## config.mk

```make
export PLATFORM = sky130hd
export DESIGN_NAME = calendar_date_stepper_core
export DESIGN_NICKNAME = d
export VERILOG_FILES = /design/src/rtl/cds_pkg.sv /design/src/rtl/calendar_date_stepper_core.sv /design/src/rtl/cds_step.sv
export SDC_FILE = /design/constraint.sdc
export NUM_CORES = 1
export LEC_CHECK = 0
export BUFFER_PORTS_ARGS = -buffer_cell sky130_fd_sc_hd__buf_2
export CAP_MARGIN = 20
export CORE_MARGIN = 2
export CORE_UTILIZATION = 58
export DETAILED_ROUTE_END_ITERATION = 8
export HOLD_SLACK_MARGIN = 0.06
export PLACE_DENSITY = 0.86
export SLEW_MARGIN = 15
export SYNTH_ARGS = -nofsm -noshare
export SYNTH_HDL_FRONTEND = slang
export SYNTH_SLANG_ARGS = --single-unit
```

## constraint.sdc

```tcl
create_clock -name clk -period 11.04 [get_ports clk]
set_input_delay 0.552 -clock clk [delete_from_list [all_inputs] [get_ports clk]]
set_output_delay 0.552 -clock clk [all_outputs]
set_load 0.05 [all_outputs]
```

## src/rtl/cds_pkg.sv

```systemverilog
package cds_pkg;

  // Action codes carried by a request
  localparam logic [2:0] ACT_DAY_NEXT = 3'd0;
  localparam logic [2:0] ACT_DAY_PREV = 3'd1;
  localparam logic [2:0] ACT_MON_NEXT = 3'd2;
  localparam logic [2:0] ACT_MON_PREV = 3'd3;
  localparam logic [2:0] ACT_TICK     = 3'd4;
  localparam logic [2:0] ACT_LOAD     = 3'd5;

  // Calendar and clock limits
  localparam logic [7:0] YEAR_LAST   = 8'd179;
  localparam logic [3:0] MONTH_FIRST = 4'd1;
  localparam logic [3:0] MONTH_LAST  = 4'd12;
  localparam logic [3:0] MONTH_FEB   = 4'd2;
  localparam logic [4:0] DAY_FIRST   = 5'd1;
  localparam logic [4:0] LEN_SHORT   = 5'd30;
  localparam logic [4:0] LEN_LONG    = 5'd31;
  localparam logic [4:0] LEN_FEB     = 5'd28;
  localparam logic [2:0] WDAY_LAST   = 3'd6;
  localparam logic [5:0] SEC_LAST    = 6'd59;
  localparam logic [5:0] MIN_LAST    = 6'd59;
  localparam logic [4:0] HOUR_LAST   = 5'd23;
  localparam logic [4:0] WEEK_LEN    = 5'd7;
  // Year offset whose low bits mark a leap year (1910 + offset divisible by 4)
  localparam logic [1:0] LEAP_PHASE  = 2'd2;

  typedef struct packed {
    logic [2:0] action;
    logic [7:0] load_year;
    logic [3:0] load_month;
    logic [4:0] load_day;
    logic [2:0] load_weekday;
    logic [4:0] load_hour;
    logic [5:0] load_minute;
    logic [5:0] load_second;
  } req_t;

  typedef struct packed {
    logic [7:0] year;
    logic [3:0] month;
    logic [4:0] day;
    logic [2:0] weekday;
    logic [4:0] hour;
    logic [5:0] minute;
    logic [5:0] second;
  } res_t;

  // Days in a month; codes outside 1..12 count as long months
  function automatic logic [4:0] month_len(input logic [3:0] m, input logic leap);
    logic [4:0] len;
    if (m == MONTH_FEB) begin
      len = LEN_FEB + {4'd0, leap};
    end else if (m inside {4'd4, 4'd6, 4'd9, 4'd11}) begin
      len = LEN_SHORT;
    end else begin
      len = LEN_LONG;
    end
    return len;
  endfunction

endpackage

```

## src/rtl/calendar_date_stepper_core.sv

```systemverilog
// Channel | Ports                          | Carries
// in      | in_valid, in_ready, in_req     | one action request (req_t)
// out     | out_valid, out_ready, out_res  | date and time after the step (res_t)
//
// A request is captured in an input register and then stepped into the
// date/time register, which is also the result register.
// One request per cycle is sustained while results are taken each cycle.
// When the result is stalled the input register still takes one more request.
// rst_n (synchronous) resets the date to offset 0, month 1, day 1, weekday 0,
// time 00:00:00, and empties both registers.
module calendar_date_stepper_core import cds_pkg::*; (
  input  logic clk,
  input  logic rst_n,
  input  logic in_valid,
  output logic in_ready,
  input  req_t in_req,
  output logic out_valid,
  input  logic out_ready,
  output res_t out_res
);

  logic req_valid_r;
  req_t req_r;
  logic out_valid_r;
  res_t state_r;
  res_t state_nxt;
  logic adv;

  // Advance when a request waits and the result slot is free or being taken
  assign adv      = req_valid_r && (!out_valid_r || out_ready);
  assign in_ready = !req_valid_r || adv;

  cds_step u_step (
    .req (req_r),
    .cur (state_r),
    .nxt (state_nxt)
  );

  // Hold the incoming request
  always_ff @(posedge clk) begin
    if (!rst_n) begin
      req_valid_r <= 1'b0;
    end else if (in_ready) begin
      req_valid_r <= in_valid;
    end
  end

  always_ff @(posedge clk) begin
    if (in_valid && in_ready) begin
      req_r <= in_req;
    end
  end

  // Update the date/time and present it as the result
  always_ff @(posedge clk) begin
    if (!rst_n) begin
      out_valid_r     <= 1'b0;
      state_r.year    <= 8'd0;
      state_r.month   <= MONTH_FIRST;
      state_r.day     <= DAY_FIRST;
      state_r.weekday <= 3'd0;
      state_r.hour    <= 5'd0;
      state_r.minute  <= 6'd0;
      state_r.second  <= 6'd0;
    end else begin
      if (adv) begin
        state_r     <= state_nxt;
        out_valid_r <= 1'b1;
      end else if (out_ready) begin
        out_valid_r <= 1'b0;
      end
    end
  end

  assign out_valid = out_valid_r;
  assign out_res   = state_r;

  // A stalled result leaves the date/time untouched
  a_stall_hold: assert property (@(posedge clk) disable iff (!rst_n)
    (out_valid_r && !out_ready) |=> $stable(state_r))
    else $error("date/time changed while result stalled");

  // A waiting request that cannot advance blocks the input
  a_block_in: assert property (@(posedge clk) disable iff (!rst_n)
    (req_valid_r && !adv) |-> !in_ready)
    else $error("input accepted over a waiting request");

  // Every advance yields a result
  a_adv_result: assert property (@(posedge clk) disable iff (!rst_n)
    adv |=> out_valid_r)
    else $error("advance without result");

  // A tick below the last second touches only the seconds
  a_tick_sec: assert property (@(posedge clk) disable iff (!rst_n)
    (adv && req_r.action == ACT_TICK && state_r.second < SEC_LAST) |=>
      (state_r.second == $past(state_r.second) + 6'd1 &&
       $stable(state_r.minute) && $stable(state_r.day)))
    else $error("tick disturbed fields beyond seconds");

endmodule

```

## src/rtl/cds_step.sv

```systemverilog
module cds_step import cds_pkg::*; (
  input  req_t req,
  input  res_t cur,
  output res_t nxt
);

  logic       leap;
  logic [4:0] len_cur;
  logic [7:0] year_inc;
  logic [7:0] year_dec;
  logic [3:0] mon_inc;
  logic [3:0] mon_dec;
  logic       wrap_fwd;
  logic       wrap_bwd;
  logic [4:0] len_inc;
  logic [4:0] len_dec;
  logic       back;
  logic [3:0] ms_mon;
  logic [4:0] ms_len;
  logic [4:0] ms_off;
  logic [4:0] ms_clamp;
  logic [4:0] ms_sum;
  logic [2:0] ms_wday;
  logic [4:0] ms_day;
  logic [7:0] ms_year;

  // Shared year and month neighbours
  always_comb begin
    leap     = (cur.year[1:0] == LEAP_PHASE);
    len_cur  = month_len(cur.month, leap);
    year_inc = (cur.year >= YEAR_LAST) ? 8'd0 : cur.year + 8'd1;
    year_dec = (cur.year == 8'd0 || cur.year > YEAR_LAST) ? YEAR_LAST : cur.year - 8'd1;
    wrap_fwd = (cur.month >= MONTH_LAST);
    wrap_bwd = (cur.month <= MONTH_FIRST);
    mon_inc  = wrap_fwd ? MONTH_FIRST : cur.month + 4'd1;
    mon_dec  = (wrap_bwd || cur.month > MONTH_LAST) ? MONTH_LAST : cur.month - 4'd1;
    len_inc  = month_len(mon_inc, leap);
    len_dec  = month_len(mon_dec, leap);
  end

  // Month step: weekday shift by month length mod 7, then day clamp
  always_comb begin
    back    = (req.action == ACT_MON_PREV);
    ms_mon  = back ? mon_dec : mon_inc;
    ms_len  = back ? len_dec : len_inc;
    ms_year = back ? (wrap_bwd ? year_dec : cur.year) : (wrap_fwd ? year_inc : cur.year);
    // month length mod 7 is its excess over 28
    ms_off  = back ? WEEK_LEN - (len_dec - LEN_FEB) : len_cur - LEN_FEB;
    if (cur.day > ms_len) begin
      ms_clamp = WEEK_LEN - (cur.day - ms_len);
      ms_day   = ms_len;
    end else begin
      ms_clamp = 5'd0;
      ms_day   = cur.day;
    end
    ms_sum = {2'd0, cur.weekday} + ms_off + ms_clamp;
    if (ms_sum >= 5'd14) begin
      ms_sum = ms_sum - 5'd14;
    end else if (ms_sum >= WEEK_LEN) begin
      ms_sum = ms_sum - WEEK_LEN;
    end
    ms_wday = ms_sum[2:0];
  end

  // Select the action
  always_comb begin
    nxt = cur;
    case (req.action)
      ACT_DAY_NEXT: begin
        if (cur.day >= len_cur) begin
          nxt.day   = DAY_FIRST;
          nxt.month = mon_inc;
          nxt.year  = wrap_fwd ? year_inc : cur.year;
        end else begin
          nxt.day = cur.day + 5'd1;
        end
        nxt.weekday = (cur.weekday >= WDAY_LAST) ? 3'd0 : cur.weekday + 3'd1;
      end
      ACT_DAY_PREV: begin
        if (cur.day <= DAY_FIRST) begin
          nxt.day   = len_dec;
          nxt.month = mon_dec;
          nxt.year  = wrap_bwd ? year_dec : cur.year;
        end else begin
          nxt.day = cur.day - 5'd1;
        end
        nxt.weekday = (cur.weekday == 3'd0) ? WDAY_LAST : cur.weekday - 3'd1;
      end
      ACT_MON_NEXT, ACT_MON_PREV: begin
        nxt.month   = ms_mon;
        nxt.day     = ms_day;
        nxt.weekday = ms_wday;
        nxt.year    = ms_year;
      end
      ACT_TICK: begin
        if (cur.second >= SEC_LAST) begin
          nxt.second = 6'd0;
          if (cur.minute >= MIN_LAST) begin
            nxt.minute = 6'd0;
            nxt.hour   = (cur.hour >= HOUR_LAST) ? 5'd0 : cur.hour + 5'd1;
          end else begin
            nxt.minute = cur.minute + 6'd1;
          end
        end else begin
          nxt.second = cur.second + 6'd1;
        end
      end
      ACT_LOAD: begin
        nxt.year    = req.load_year;
        nxt.month   = req.load_month;
        nxt.day     = req.load_day;
        nxt.weekday = req.load_weekday;
        nxt.hour    = req.load_hour;
        nxt.minute  = req.load_minute;
        nxt.second  = req.load_second;
      end
      default: begin
        nxt = cur;
      end
    endcase
  end

endmodule

```

* Yosys cells after proc, flatten, opt, wreduce, memory -nomap -nowiden
Index checks and enable logic that the tools add are counted.
Operators by class: divide/modulo/power cells 0, reduce and logical (&&, ||, !) cells 24, multiply operators 0, magnitude comparators 14, equal/unequal tests 26, bitwise gates (word level) 0, shift operators 0, muxes and demuxes 35, $add $sub $neg 21
Operators with widths (number):
- 20-bit one-hot mux with 4 select lines | 1
- 5-bit two-way mux | 11
- 8-bit two-way mux | 5
- 17-bit one-hot mux with 2 select lines | 1
- 4-bit by 3-bit equality test with 1-bit output, second input constant | 6
- 4-bit equality test, second input constant | 6
- 12-bit two-way mux | 2
- 4-bit nonzero test | 4
- 6-bit by 1-bit adder with 6-bit output, second input constant | 2
- 4-bit by 2-bit equality test with 1-bit output, second input constant | 3
- 6-bit >= comparator, second input constant | 2
- 3-bit two-way mux | 4
- 4-bit two-way mux | 3
- 6-bit two-way mux | 2
- 11-bit two-way mux | 1
- 5-bit by 1-bit adder with 5-bit output, second input constant | 2
- 2-bit by 1-bit != test with 1-bit output, second input constant | 5
- 3-bit by 5-bit subtractor with 5-bit output, first input constant | 2
- 5-bit subtractor, second input constant | 2
- 8-bit by 1-bit adder with 8-bit output, second input constant | 1
- 8-bit >= comparator, second input constant | 1
- 8-bit greater-than comparator, second input constant | 1
- 8-bit zero test | 1
- 4-bit AND reduction | 2
- 34 further kinds | 50
Word-level totals: output and inout bits 39, bits in read-only memories 0, memories kept 0, RAM bits 0, bits in latches 0, register bits 79, logic and storage cells 137, bits of input ports 44

* Depth between registers and ports, before layout
Gate-level depths: netlist (run 1).
depth in word-level cells 16, gate-level depth with buffers 26, depth with buffers taken out 24

* Modules after synthesis
A second synthesis (run 1) with hierarchy kept.
Unflattened totals: cell total of the unflattened synthesis 671, area, all modules 5894.4 um2
By module, submodules not included:
- cds_step | seq. area each 0.0 um2, cells an instance 461, area each 3090.5 um2, times used 1
- calendar_date_stepper_core | seq. area each 1981.9 um2, cells an instance 210, area each 2803.9 um2, times used 1

* Least setup slack after synthesis (run 1)
No wires, ideal clock.
path kind register -> register, start reg state_r (netlist bit out_res[25]), end reg state_r (netlist bit out_res[19]), buffers on the path 2, stages on the path, launching flop included 24, period minus slack after synthesis 5304 ps, slack 5736 ps, arrival 5186 ps, required time 10921 ps, library setup time 119 ps, cell sequence dfxtp_1 > clkbuf_1 > inv_1 > ha_1 > buf_2 > nor3_1 > nor2_1 > nor3_1 > mux2i_1 > ha_1 > a21oi_1 > a211o_1 > nor2_1 > fa_1 > ha_1 > inv_1 > fa_1 > inv_1 > ha_1 > a21oi_1 > o21ai_0 > nor2b_1 > nor3_1 > o221a_2
Between the ends: cells in the longest elaborated chain, start to end 16, elaborated cells on any way between the ends 50, those cells by class 11 x add/sub; 6 x order compare; 15 x eq/ne; 14 x mux; 4 x reduce/logical
Ends and longest elaborated chain:
- start: declaration | line calendar_date_stepper_core.sv:25 | res_t state_r;
- start signal: assignment | line calendar_date_stepper_core.sv:67 | state_r <= state_nxt;
- 4-bit by 1-bit less-or-equal comparator with 1-bit output / 4-bit greater-than comparator (equally long branches) | line cds_step.sv:34, cds_step.sv:36
- 1-bit logical OR | line cds_step.sv:36 | mon_dec = (wrap_bwd || cur.month > MONTH_LAST) ? MONTH_LAST : cur.month - 4'd1;
- 4-bit two-way mux | line cds_step.sv:36
- 4-bit by 3-bit equality test with 1-bit output / 4-bit equality test (equally long branches) | line cds_pkg.sv:54 | end else if (m inside {4'd4, 4'd6, 4'd9, 4'd11}) begin
- 4-bit nonzero test | line cds_pkg.sv:54
- 1-bit two-way mux | line cds_pkg.sv:54
- 5-bit two-way mux | line cds_pkg.sv:52 | if (m == MONTH_FEB) begin
- 5-bit subtractor / 5-bit two-way mux (equally long branches) | line cds_step.sv:48, cds_step.sv:45
- 3-bit by 5-bit subtractor with 5-bit output / 5-bit subtractor (equally long branches) | line cds_step.sv:48, cds_step.sv:50
- 5-bit two-way mux / 3-bit by 5-bit subtractor with 5-bit output (equally long branches) | line cds_step.sv:48, cds_step.sv:50
- 3-bit by 5-bit adder with 5-bit output / 5-bit two-way mux (equally long branches) | line cds_step.sv:56, cds_step.sv:49
- 5-bit adder * | line cds_step.sv:56 | ms_sum = {2'd0, cur.weekday} + ms_off + ms_clamp;
- 5-bit by 3-bit >= comparator with 1-bit output / 3-bit subtractor (equally long branches) | line cds_step.sv:59, cds_step.sv:60
- 3-bit two-way mux | line cds_step.sv:59 | end else if (ms_sum >= WEEK_LEN) begin
- 3-bit two-way mux * | line cds_step.sv:57 | if (ms_sum >= 5'd14) begin
- 20-bit one-hot mux with 4 select lines * | line cds_step.sv:68 | case (req.action)
Every way passes the cells marked *; elsewhere a longest branch is shown, timed or not. A chain may end at the register's enable or synchronous reset.

* Final worst setup path (run 1)
start reg state_r (netlist bit out_res[25]), end reg state_r (netlist bit out_res[17])
The elaborated chain is that of the path after synthesis.

==> key figures, run 1 <==
Cells and area
  – Number of nets in the layout: 716
  – Layout cells sized above 1: 0.187
  – Commonest non-fill, non-tap cells in the layout: buf_2, nor2_1, nand2_1
  – Final Core Density: 0.668
  – Fill count: 674
  – Area grow syn2layout: 11.8%
  – Ant. Diodes: 0
  – Final instance area: 5790 sq um
  – Commonest non-fill, non-tap cell in the layout: buf_2

GRT
  – Busiest layer in global routing: met2
  – GR Util met3: 0.0447
  – Largest net degree at the start of global routing: 41
  – Initial antenna violation count: 0
  – Global route overflow: 0
  – Global routing usage on met1: 0.394
  – Met2 usage: 0.440
  – Total track usage: 0.281
  – Vias in the first global route: 4707
  – First-pass GRT wire length: 22400 microns

Critical path
  – Critical path's largest stage delay: 0.64 ns
  – Slowest CP cell: dfxtp_1
  – CP Max Fanout: 16
  – Worst path arrival time: 5.65 ns
  – Startpoint Class: flop
  – Worst endpoint required time: 11.27 ns
  – Kind of critical path: reg -> reg
  – Worst setup EP type: flop
  – CP cell instances: inv_1, ha_1, nor3_1, nor2_1, nor3_1, mux2i_1, ha_1, a21oi_1, a211oi_1, nand2_1, fa_1, inv_1, ha_1, inv_1, fa_1, inv_1, ha_1, a21oi_1, o21ai_0, or3_1, nand3_1, a31oi_1

Die
  – DIE AREA: 9710 sq um
  – Die height: 98.5 microns
  – Initial core utilization: 0.597
  – Num ports: 83
  – Std cell rows: 34
  – Die Span X: 98.5 microns
  – Core area: 8680 sq um

Timing
  – Measured slew at the worst slew-check pin: 0.925 ns
  – Hold_ws: 0.358 ns
  – Final setup fails: 0
  – Fmax: 0.185 GHz
  – Slew Limit Fails: 0
  – Tmin final: 5.42 ns
  – RSZ-0062 raised after global routing: false
  – Hold Vio Cnt, Final: 0
  – Setup ws final: 5.62 ns
  – Clock Skews: 0.0135 ns
  – Crit share post-route: 0.491
  – Setup TNS: 0 ns
  – Slew HR: 0.379

Logic synthesis
  – Syn avg cell area: 9.04 sq um
  – Post-synth EDFFs: 40
  – Ranking of synthesized cells by area: edfxtp_1, dfxtp_1, ha_1
  – Synth top area share: 0.232
  – Post-synthesis instance area: 5180 sq um
  – Largest area contributor in the netlist: edfxtp_1
  – Synth warnings: 0
  – Synthesized flop and latch total: 79
  – Top_reg_cell synth: edfxtp_1
  – Post-Syn Instances: 573
  – Async S/R FF share, synth: 0
  – Post-synthesis cell type count: 75
  – Register area share after synthesis: 0.382
  – Post-synth net total: 652

Clock tree
  – Num CTS Buffers: 9
  – CTS max path bufs: 2
  – Post CTS Setup Buffer Count: 0
  – CTS tree: built
  – # resized after CTS: 0
  – Clock root buffer: clkbuf_8
  – Worst-path clk slew: 0.09 ns
  – Htree depth: 3
  – Cts hold-fix bufs: 0
  – Worst skew pair latency: 0.36 ns
  – Num Clock Sinks: 79

Drt
  – Vias per cell: 6.52
  – Routed via count: 4893
  – DR iter-0 viols: 669
  – Residual DRC count: 0
  – Post-route ant nets: 0
  – First-pass DRT Iterations: 5
  – DRT Wirelength: 13500 microns
  – Drt wl/cell: 18.1 microns

Placement
  – DP Area: 5560 sq um
  – PortBufs: 82
  – Routability cong.: 0.942
  – Post-DP HPWL: 9250 microns
  – Setup WS pre-CTS: 5.69 ns

Job
  – Max Cap Viol: 0

Run status
  – Status: complete, no violations

Pwr
  – Pwr dens: 135 nW/um^2
  – Maximum VDD drop: 103 uV
  – Lkg Pwr: 2.31 nW

Worst hold path
  – Hold Crit Class: in -> reg
[worst max-delay path, delay by kind of cell (launching register included)]
kind / cells / cell delay, ns
AO/OA/AOI/OAI: 5 / 0.78
adder cells (fa/ha/maj): 6 / 1.98
buffers and inverters: 4 / 0.32
flip-flops: 1 / 0.64
multiplexers: 1 / 0.17
AND/OR/NAND/NOR: 6 / 1.39
[worst paths after layout]
check / start / endpoint / slack, ns / cells past startpoint
worst min-delay path: in_req[31] / req_r[31] / 0.36 / 1
worst max register to register: out_res[25] / out_res[17] / 5.62 / 22
worst min register to register: out_res[16] / out_res[16] / 0.50 / 2
worst max-delay path: out_res[25] / out_res[17] / 5.62 / 22
[stage by stage]
step	power, mW	instances
after floorplan	0.479	573
after global placement	0.513	734
after detailed placement	0.519	734
after CTS	0.778	750
after global routing	0.810	750
final	0.781	750
[synth_stat cells (all sizes together), types with 3 or more instances]
library cell	instances
and2	8
a221oi	9
nand3b	3
nor3	24
or3	4
a2111oi	3
o21ai	53
nand2b	10
a311oi	3
nor2	54
o31ai	3
nand4	5
buf	24
dfxtp	39
o211ai	8
nor2b	7
edfxtp	40
and3	7
inv	27
a21oi	40
fa	5
xor2	4
nand3	16
o2111ai	3
ha	30
a41oi	3
mux2i	5
nand2	47
nor4	7
a22oi	8
a211oi	17
clkbuf	6
a31oi	8
xnor2	9
[routing by layer]
layer / up-vias / share of wire
met5: - / 0
met4: 0 / 0.024
met3: 34 / 0.077
met2: 277 / 0.47
met1: 2306 / 0.43
li1: 2276 / -
[where the power goes]
part | switching (mW) | internal (mW) | total (mW)
registers | 0.0237 | 0.324 | 0.348
logic | 0.109 | 0.0619 | 0.171
clock network | 0.110 | 0.151 | 0.262
total | 0.244 | 0.537 | 0.781
[cells by family after synthesis]
| logic type | Yosys count | share of synthesized area |
|---|---|---|
| AND/OR/NAND/NOR | 201 | 0.195 |
| buffers and inverters | 59 | 0.0560 |
| adder cells (fa/ha/maj) | 35 | 0.0917 |
| XOR/XNOR | 13 | 0.0220 |
| AO/OA/AOI/OAI | 181 | 0.243 |
| multiplexers | 5 | 0.00966 |
| flip-flops | 79 | 0.382 |
[sequential cells by signal, indices dropped and copies added (netlist names)]
name	cells
out_valid	1
req_valid_r	1
out_res	37
req_r	40
[cell type report]
class / count / area (sq um) / share of cell area
multi-input combinational: 435 / 2910 / 0.502
sequential: 79 / 1980 / 0.342
timing repair buffer: 83 / 418 / 0.0721
tap: 108 / 135 / 0.0233
clock buffer: 11 / 131 / 0.0227
inverter: 29 / 109 / 0.0188
clock inverter: 5 / 108 / 0.0186
No activity file was read; power rests on OpenSTA's default activity.
==> run 2, diff against run 1 <==
--- a/config.mk
+++ b/config.mk
@@ -8,10 +8,10 @@
 export BUFFER_PORTS_ARGS = -buffer_cell sky130_fd_sc_hd__buf_2
 export CAP_MARGIN = 20
 export CORE_MARGIN = 2
-export CORE_UTILIZATION = 58
+export CORE_UTILIZATION = 52
 export DETAILED_ROUTE_END_ITERATION = 8
 export HOLD_SLACK_MARGIN = 0.06
-export PLACE_DENSITY = 0.86
+export PLACE_DENSITY = 0.81
 export SLEW_MARGIN = 15
 export SYNTH_ARGS = -nofsm -noshare
 export SYNTH_HDL_FRONTEND = slang
==> constraint.sdc (replaced) <==
create_clock -name clk -period 4.75 [get_ports clk]
set_input_delay 0.2375 -clock clk [delete_from_list [all_inputs] [get_ports clk]]
set_output_delay 0.2375 -clock clk [all_outputs]
set_load 0.05 [all_outputs]
==> key figures, run 2 (same netlist as run 1, synthesis figures left out) <==
Run status
  – Status: complete, but fails checks
  – Failing checks: negative setup slack

Timing
  – Fmax: 0.209 GHz
  – RSZ-0062 raised after global routing: true
  – Measured slew at the worst slew-check pin: 0.945 ns
  – Setup ws final: -0.0275 ns
  – Slew HR: 0.370
  – Setup TNS: -0.0275 ns
  – Tmin final: 4.78 ns
  – Clock Skews: 0.00940 ns
  – Final setup fails: 1
  – Hold Vio Cnt, Final: 0
  – Slew Limit Fails: 0
  – Crit share post-route: 1.01

Placement
  – Setup WS pre-CTS: -0.186 ns
  – Post-DP HPWL: 9890 microns
  – Routability cong.: 0.951
  – Post-Place Cells: 775
  – PortBufs: 82

GRT
  – Initial antenna violation count: 0
  – Total track usage: 0.280
  – Largest net degree at the start of global routing: 41
  – Busiest layer in global routing: met2
  – First-pass GRT wire length: 24800 microns
  – Global route overflow: 0
  – Met2 usage: 0.476
  – GR Util met3: 0.0516
  – Global routing usage on met1: 0.357
  – Vias in the first global route: 5053

Worst hold path
  – Hold Path Depth: 3
  – Hold Crit Class: in -> reg

Cells and area
  – Finished Layout Cells: 841
  – Area grow syn2layout: 27.5%
  – Max FFs per register: 40
  – Ant. Diodes: 0
  – Number of nets in the layout: 782
  – Commonest non-fill, non-tap cell in the layout: buf_2
  – Commonest non-fill, non-tap cells in the layout: buf_2, nor2_1, nand2_1
  – Layout cells sized above 1: 0.261
  – Largest Register: req_r

Die
  – Std cell rows: 36
  – Die Span X: 104 microns
  – DIE AREA: 10800 sq um
  – Num ports: 83
  – Initial core utilization: 0.533
  – Die height: 104 microns
  – Core area: 9730 sq um

Critical path
  – Worst endpoint required time: 5.02 ns
  – CP cell instances: ha_4, and3b_1, o2111a_1, nor2b_4, o41ai_4, ha_2, inv_2, fa_1, nor2_2, fa_1, ha_4, inv_2, fa_2, inv_2, ha_4, nand2b_4, and3_4, a21oi_4, nor3_2, nor3_1, o221a_2
  – Worst setup EP type: flop
  – Slowest CP cell: fa_2
  – CP Max Fanout: 7
  – Cells on worst reg2reg path: 21
  – Kind of critical path: reg -> reg
  – Startpoint Class: flop
  – Worst path arrival time: 5.04 ns
  – Critical path's largest stage delay: 0.57 ns

Drt
  – DRT Wirelength: 15300 microns
  – First-pass DRT Iterations: 5
  – Residual DRC count: 0
  – DR iter-0 viols: 600
  – Drt wl/cell: 18.2 microns
  – Vias per cell: 6.17
  – Routed via count: 5191
  – Post-route ant nets: 0

Clock tree
  – Clock root buffer: clkbuf_8
  – CTS max path bufs: 2
  – Worst-path clk slew: 0.08 ns
  – Num CTS Buffers: 9
  – Num Clock Sinks: 79
  – Worst skew pair latency: 0.37 ns
  – Htree depth: 3
  – CTS tree: built

Pwr
  – Maximum VDD drop: 202 uV
  – Total Power: 1.84 mW
  – Pwr dens: 278 nW/um^2
  – Lkg Pwr: 2.61 nW

Job
  – Max Cap Viol: 0
## run 2: metal layers
| metal | wire length [microns] | vias to the layer above |
|---|---|---|
| met2 | 7550 | 282 |
| met4 | 356 | 0 |
| met1 | 6330 | 2469 |
| met3 | 1040 | 38 |
| li1 | - | 2402 |
| met5 | 0 | - |
## run 2: where the power goes
group          switching [mW]  total, mW  internal, mW
Clock                   0.255      0.497         0.241
Sequential             0.0389      0.792         0.753
Combinational           0.320      0.549         0.229
## run 2: final timing paths
check                    from           to  slack [ns]
setup / recovery  out_res[26]  out_res[19]       -0.03
hold / removal       in_valid  req_valid_r        0.10
setup reg to reg  out_res[26]  out_res[19]       -0.03
hold reg to reg   out_res[16]  out_res[16]        0.49
## run 2: final cells by class
cell class / count / area, sq um
sequential: 79 / 1990
clock buffer: 12 / 135
inverter: 29 / 111
clock inverter: 4 / 46.3
fill: 756 / 3120
timing repair buffer: 149 / 1020
tap: 133 / 166
multi-input combinational: 435 / 3130
## run 2: stage by stage
stage	instance area [sq um]	utilization	hold WS, ns
2_1_floorplan	5260	-	0.336
3_3_place_gp	5770	0.593	0.414
3_5_place_dp	5770	0.593	0.416
4_1_cts	6390	0.657	0.0954
5_1_grt	6610	0.679	0.134
6_report	6610	0.679	0.105
## run 2: worst max-delay path: cells and delay by family, from the launching register on
kind,cells,cell delay [ns]
simple gates,7,0.89
flops,1,0.38
compound gates,4,0.92
buf+inv,3,0.14
fa+ha+maj,7,2.36
## run 2: timing repair
action | in CTS | in global routing
pin swaps | 3 | 26
endpoints found under the hold margin | 40 | 0
endpoints found under the setup margin | 3 | 3
hold buffers | 40 | 0
buffers inserted | 2 | 8
gates resized for setup | 5 | 36
==> run 3, diff against run 2 <==
--- a/config.mk
+++ b/config.mk
@@ -11,6 +11,7 @@
 export CORE_UTILIZATION = 52
 export DETAILED_ROUTE_END_ITERATION = 8
 export HOLD_SLACK_MARGIN = 0.06
+export MAX_ROUTING_LAYER = met4
 export PLACE_DENSITY = 0.81
 export SLEW_MARGIN = 15
 export SYNTH_ARGS = -nofsm -noshare
==> key figures, run 3 (same netlist as run 1, synthesis figures left out) <==
Drt
  – DR iter-0 viols: 547
  – DRT Wirelength: 15100 microns
  – Routed via count: 5176
  – Drt wl/cell: 17.9 microns
  – Vias per cell: 6.13
  – First-pass DRT Iterations: 5
  – Post-route ant nets: 0
  – Residual DRC count: 0

Placement
  – PortBufs: 82
  – Setup WS pre-CTS: -0.0803 ns
  – Post-DP HPWL: 9780 microns
  – DP Area: 5780 sq um
  – Routability cong.: 0.949

Timing
  – Slew Limit Fails: 0
  – Fmax: 0.212 GHz
  – Hold Vio Cnt, Final: 0
  – Final setup fails: 0
  – Setup TNS: 0 ns
  – Tmin final: 4.71 ns
  – Slew HR: 0.365
  – Clock Skews: 0.0111 ns
  – RSZ-0062 raised after global routing: true
  – Crit share post-route: 0.992
  – Measured slew at the worst slew-check pin: 0.953 ns
  – Setup ws final: 0.0359 ns

Cells and area
  – Commonest non-fill, non-tap cell in the layout: buf_2
  – Ant. Diodes: 0
  – Commonest non-fill, non-tap cells in the layout: buf_2, nor2_1, nand2_1
  – Number of nets in the layout: 785
  – Layout cells sized above 1: 0.266
  – Max FFs per register: 40
  – Largest Register: req_r
  – Final instance area: 6650 sq um
  – Area grow syn2layout: 28.2%
  – Final Core Density: 0.683
  – FF/Latch Area: 1990 sq um
  – Area of the multi-input gates: 3110 sq um
  – Fill count: 727

Critical path
  – Kind of critical path: reg -> reg
  – Startpoint Class: flop
  – Worst path arrival time: 4.98 ns
  – Worst endpoint required time: 5.02 ns
  – Reg-to-Reg End: out_res[19]
  – CP cell instances: buf_6, inv_4, ha_4, nor4bb_4, a211oi_2, o211ai_1, o41ai_4, buf_4, ha_4, inv_4, a21oi_4, a211o_1, nor2_2, fa_1, ha_4, inv_2, fa_1, inv_2, ha_4, a21oi_2, o21ai_2, nor2b_2, nor3_1, o221a_2
  – Cell mode on critical path: ha_4
  – Reg2reg start: out_res[26]
  – Critical path's largest stage delay: 0.46 ns
  – Cells on worst reg2reg path: 24
  – Slowest CP cell: fa_1
  – R2R Setup Slk: 0.04 ns
  – Worst setup EP type: flop
  – Largest delay share family, worst path: adder cells
  – CP Max Fanout: 6
  – Crit path buf inv count: 6

Pwr
  – Maximum VDD drop: 285 uV
  – Lkg Pwr: 2.65 nW
  – Total Power: 1.92 mW
  – Pwr dens: 289 nW/um^2

Clock tree
  – CTS tree: built
  – CTS max path bufs: 2
  – Num CTS Buffers: 9
  – Worst skew pair latency: 0.37 ns
  – Htree depth: 3
  – Clock root buffer: clkbuf_8
  – Num Clock Sinks: 79
  – Worst-path clk slew: 0.09 ns

Die
  – Initial core utilization: 0.533
  – Num ports: 83
  – DIE AREA: 10800 sq um
  – Core area: 9730 sq um
  – Die Span X: 104 microns
  – Std cell rows: 36
  – Die height: 104 microns

Worst hold path
  – Hold Path Origin: in_valid
  – Hold Crit Class: in -> reg
  – WHS Endpoint: req_valid_r
  – Hold Path Depth: 3

GRT
  – Largest net degree at the start of global routing: 41
  – Total track usage: 0.284
  – Initial antenna violation count: 0
  – Global route overflow: 0
  – First-pass GRT wire length: 24200 microns
  – Vias in the first global route: 4979

Run status
  – Status: complete, no violations

Job
  – Max Cap Viol: 0
-- run 3: worst reg2reg max path, stage by stage (launching register included) --
cell	delay [ns]
dfxtp_4	0.41
buf_6	0.12
inv_4	0.03
ha_4	0.18
nor4bb_4	0.28
a211oi_2	0.08
o211ai_1	0.33
o41ai_4	0.15
buf_4	0.17
ha_4	0.15
inv_4	0.05
a21oi_4	0.05
a211o_1	0.31
nor2_2	0.12
fa_1	0.46
ha_4	0.18
inv_2	0.04
fa_1	0.43
inv_2	0.11
ha_4	0.16
a21oi_2	0.04
o21ai_2	0.25
nor2b_2	0.19
nor3_1	0.05
o221a_2	0.25
-- run 3: per-stage QoR --
step	cells	hold slack, ns
after global routing	844	0.128
after CTS	832	0.0988
after global placement	776	0.414
after detailed placement	776	0.416
final	844	0.102
after floorplan	573	0.336
-- run 3: repair_timing --
action	in CTS	in global routing
setup buffers	0	12
hold buffers	40	0
endpoints found under the setup margin	3	3
pin swaps	2	30
endpoints found under the hold margin	40	0
resized for setup	4	31
-- run 3: cell type report --
type	count	share of cell area
Clock buffer	10	0.0207
Clock inverter	6	0.0139
Inverter	29	0.0171
Multi-Input combinational cell	435	0.467
Sequential cell	79	0.300
Tap cell	133	0.0250
Timing Repair Buffer	152	0.156
-- run 3: routing by layer --
layer	share of wire	vias up	routed length, microns	track usage
li1	-	2403	-	-
met1	0.42	2422	6350	0.366
met2	0.48	319	7190	0.448
met3	0.083	32	1260	0.0573
met4	0.020	0	305	0.100
met5	0	-	0	-
-- run 3: worst max-delay path by stage --
stage	startpoint	depth (start not counted)	slack [ns]	endpoint
finish	out_res[26]	24	0.04	out_res[19]
global route	out_res[26]	24	-0.19	out_res[18]
CTS	out_res[26]	20	-0.0007	out_res[17]
detailed placement	out_res[25]	24	-0.08	out_res[17]
global placement	out_res[26]	20	0.06	out_res[17]
floorplan	out_res[25]	21	0.003	out_res[17]
-- run 3: where the power goes --
group          internal (mW)  total, mW  switching [mW]
Combinational          0.225      0.533           0.309
Clock                  0.314      0.595           0.281
Sequential             0.753      0.793          0.0399
Total                   1.29       1.92           0.629
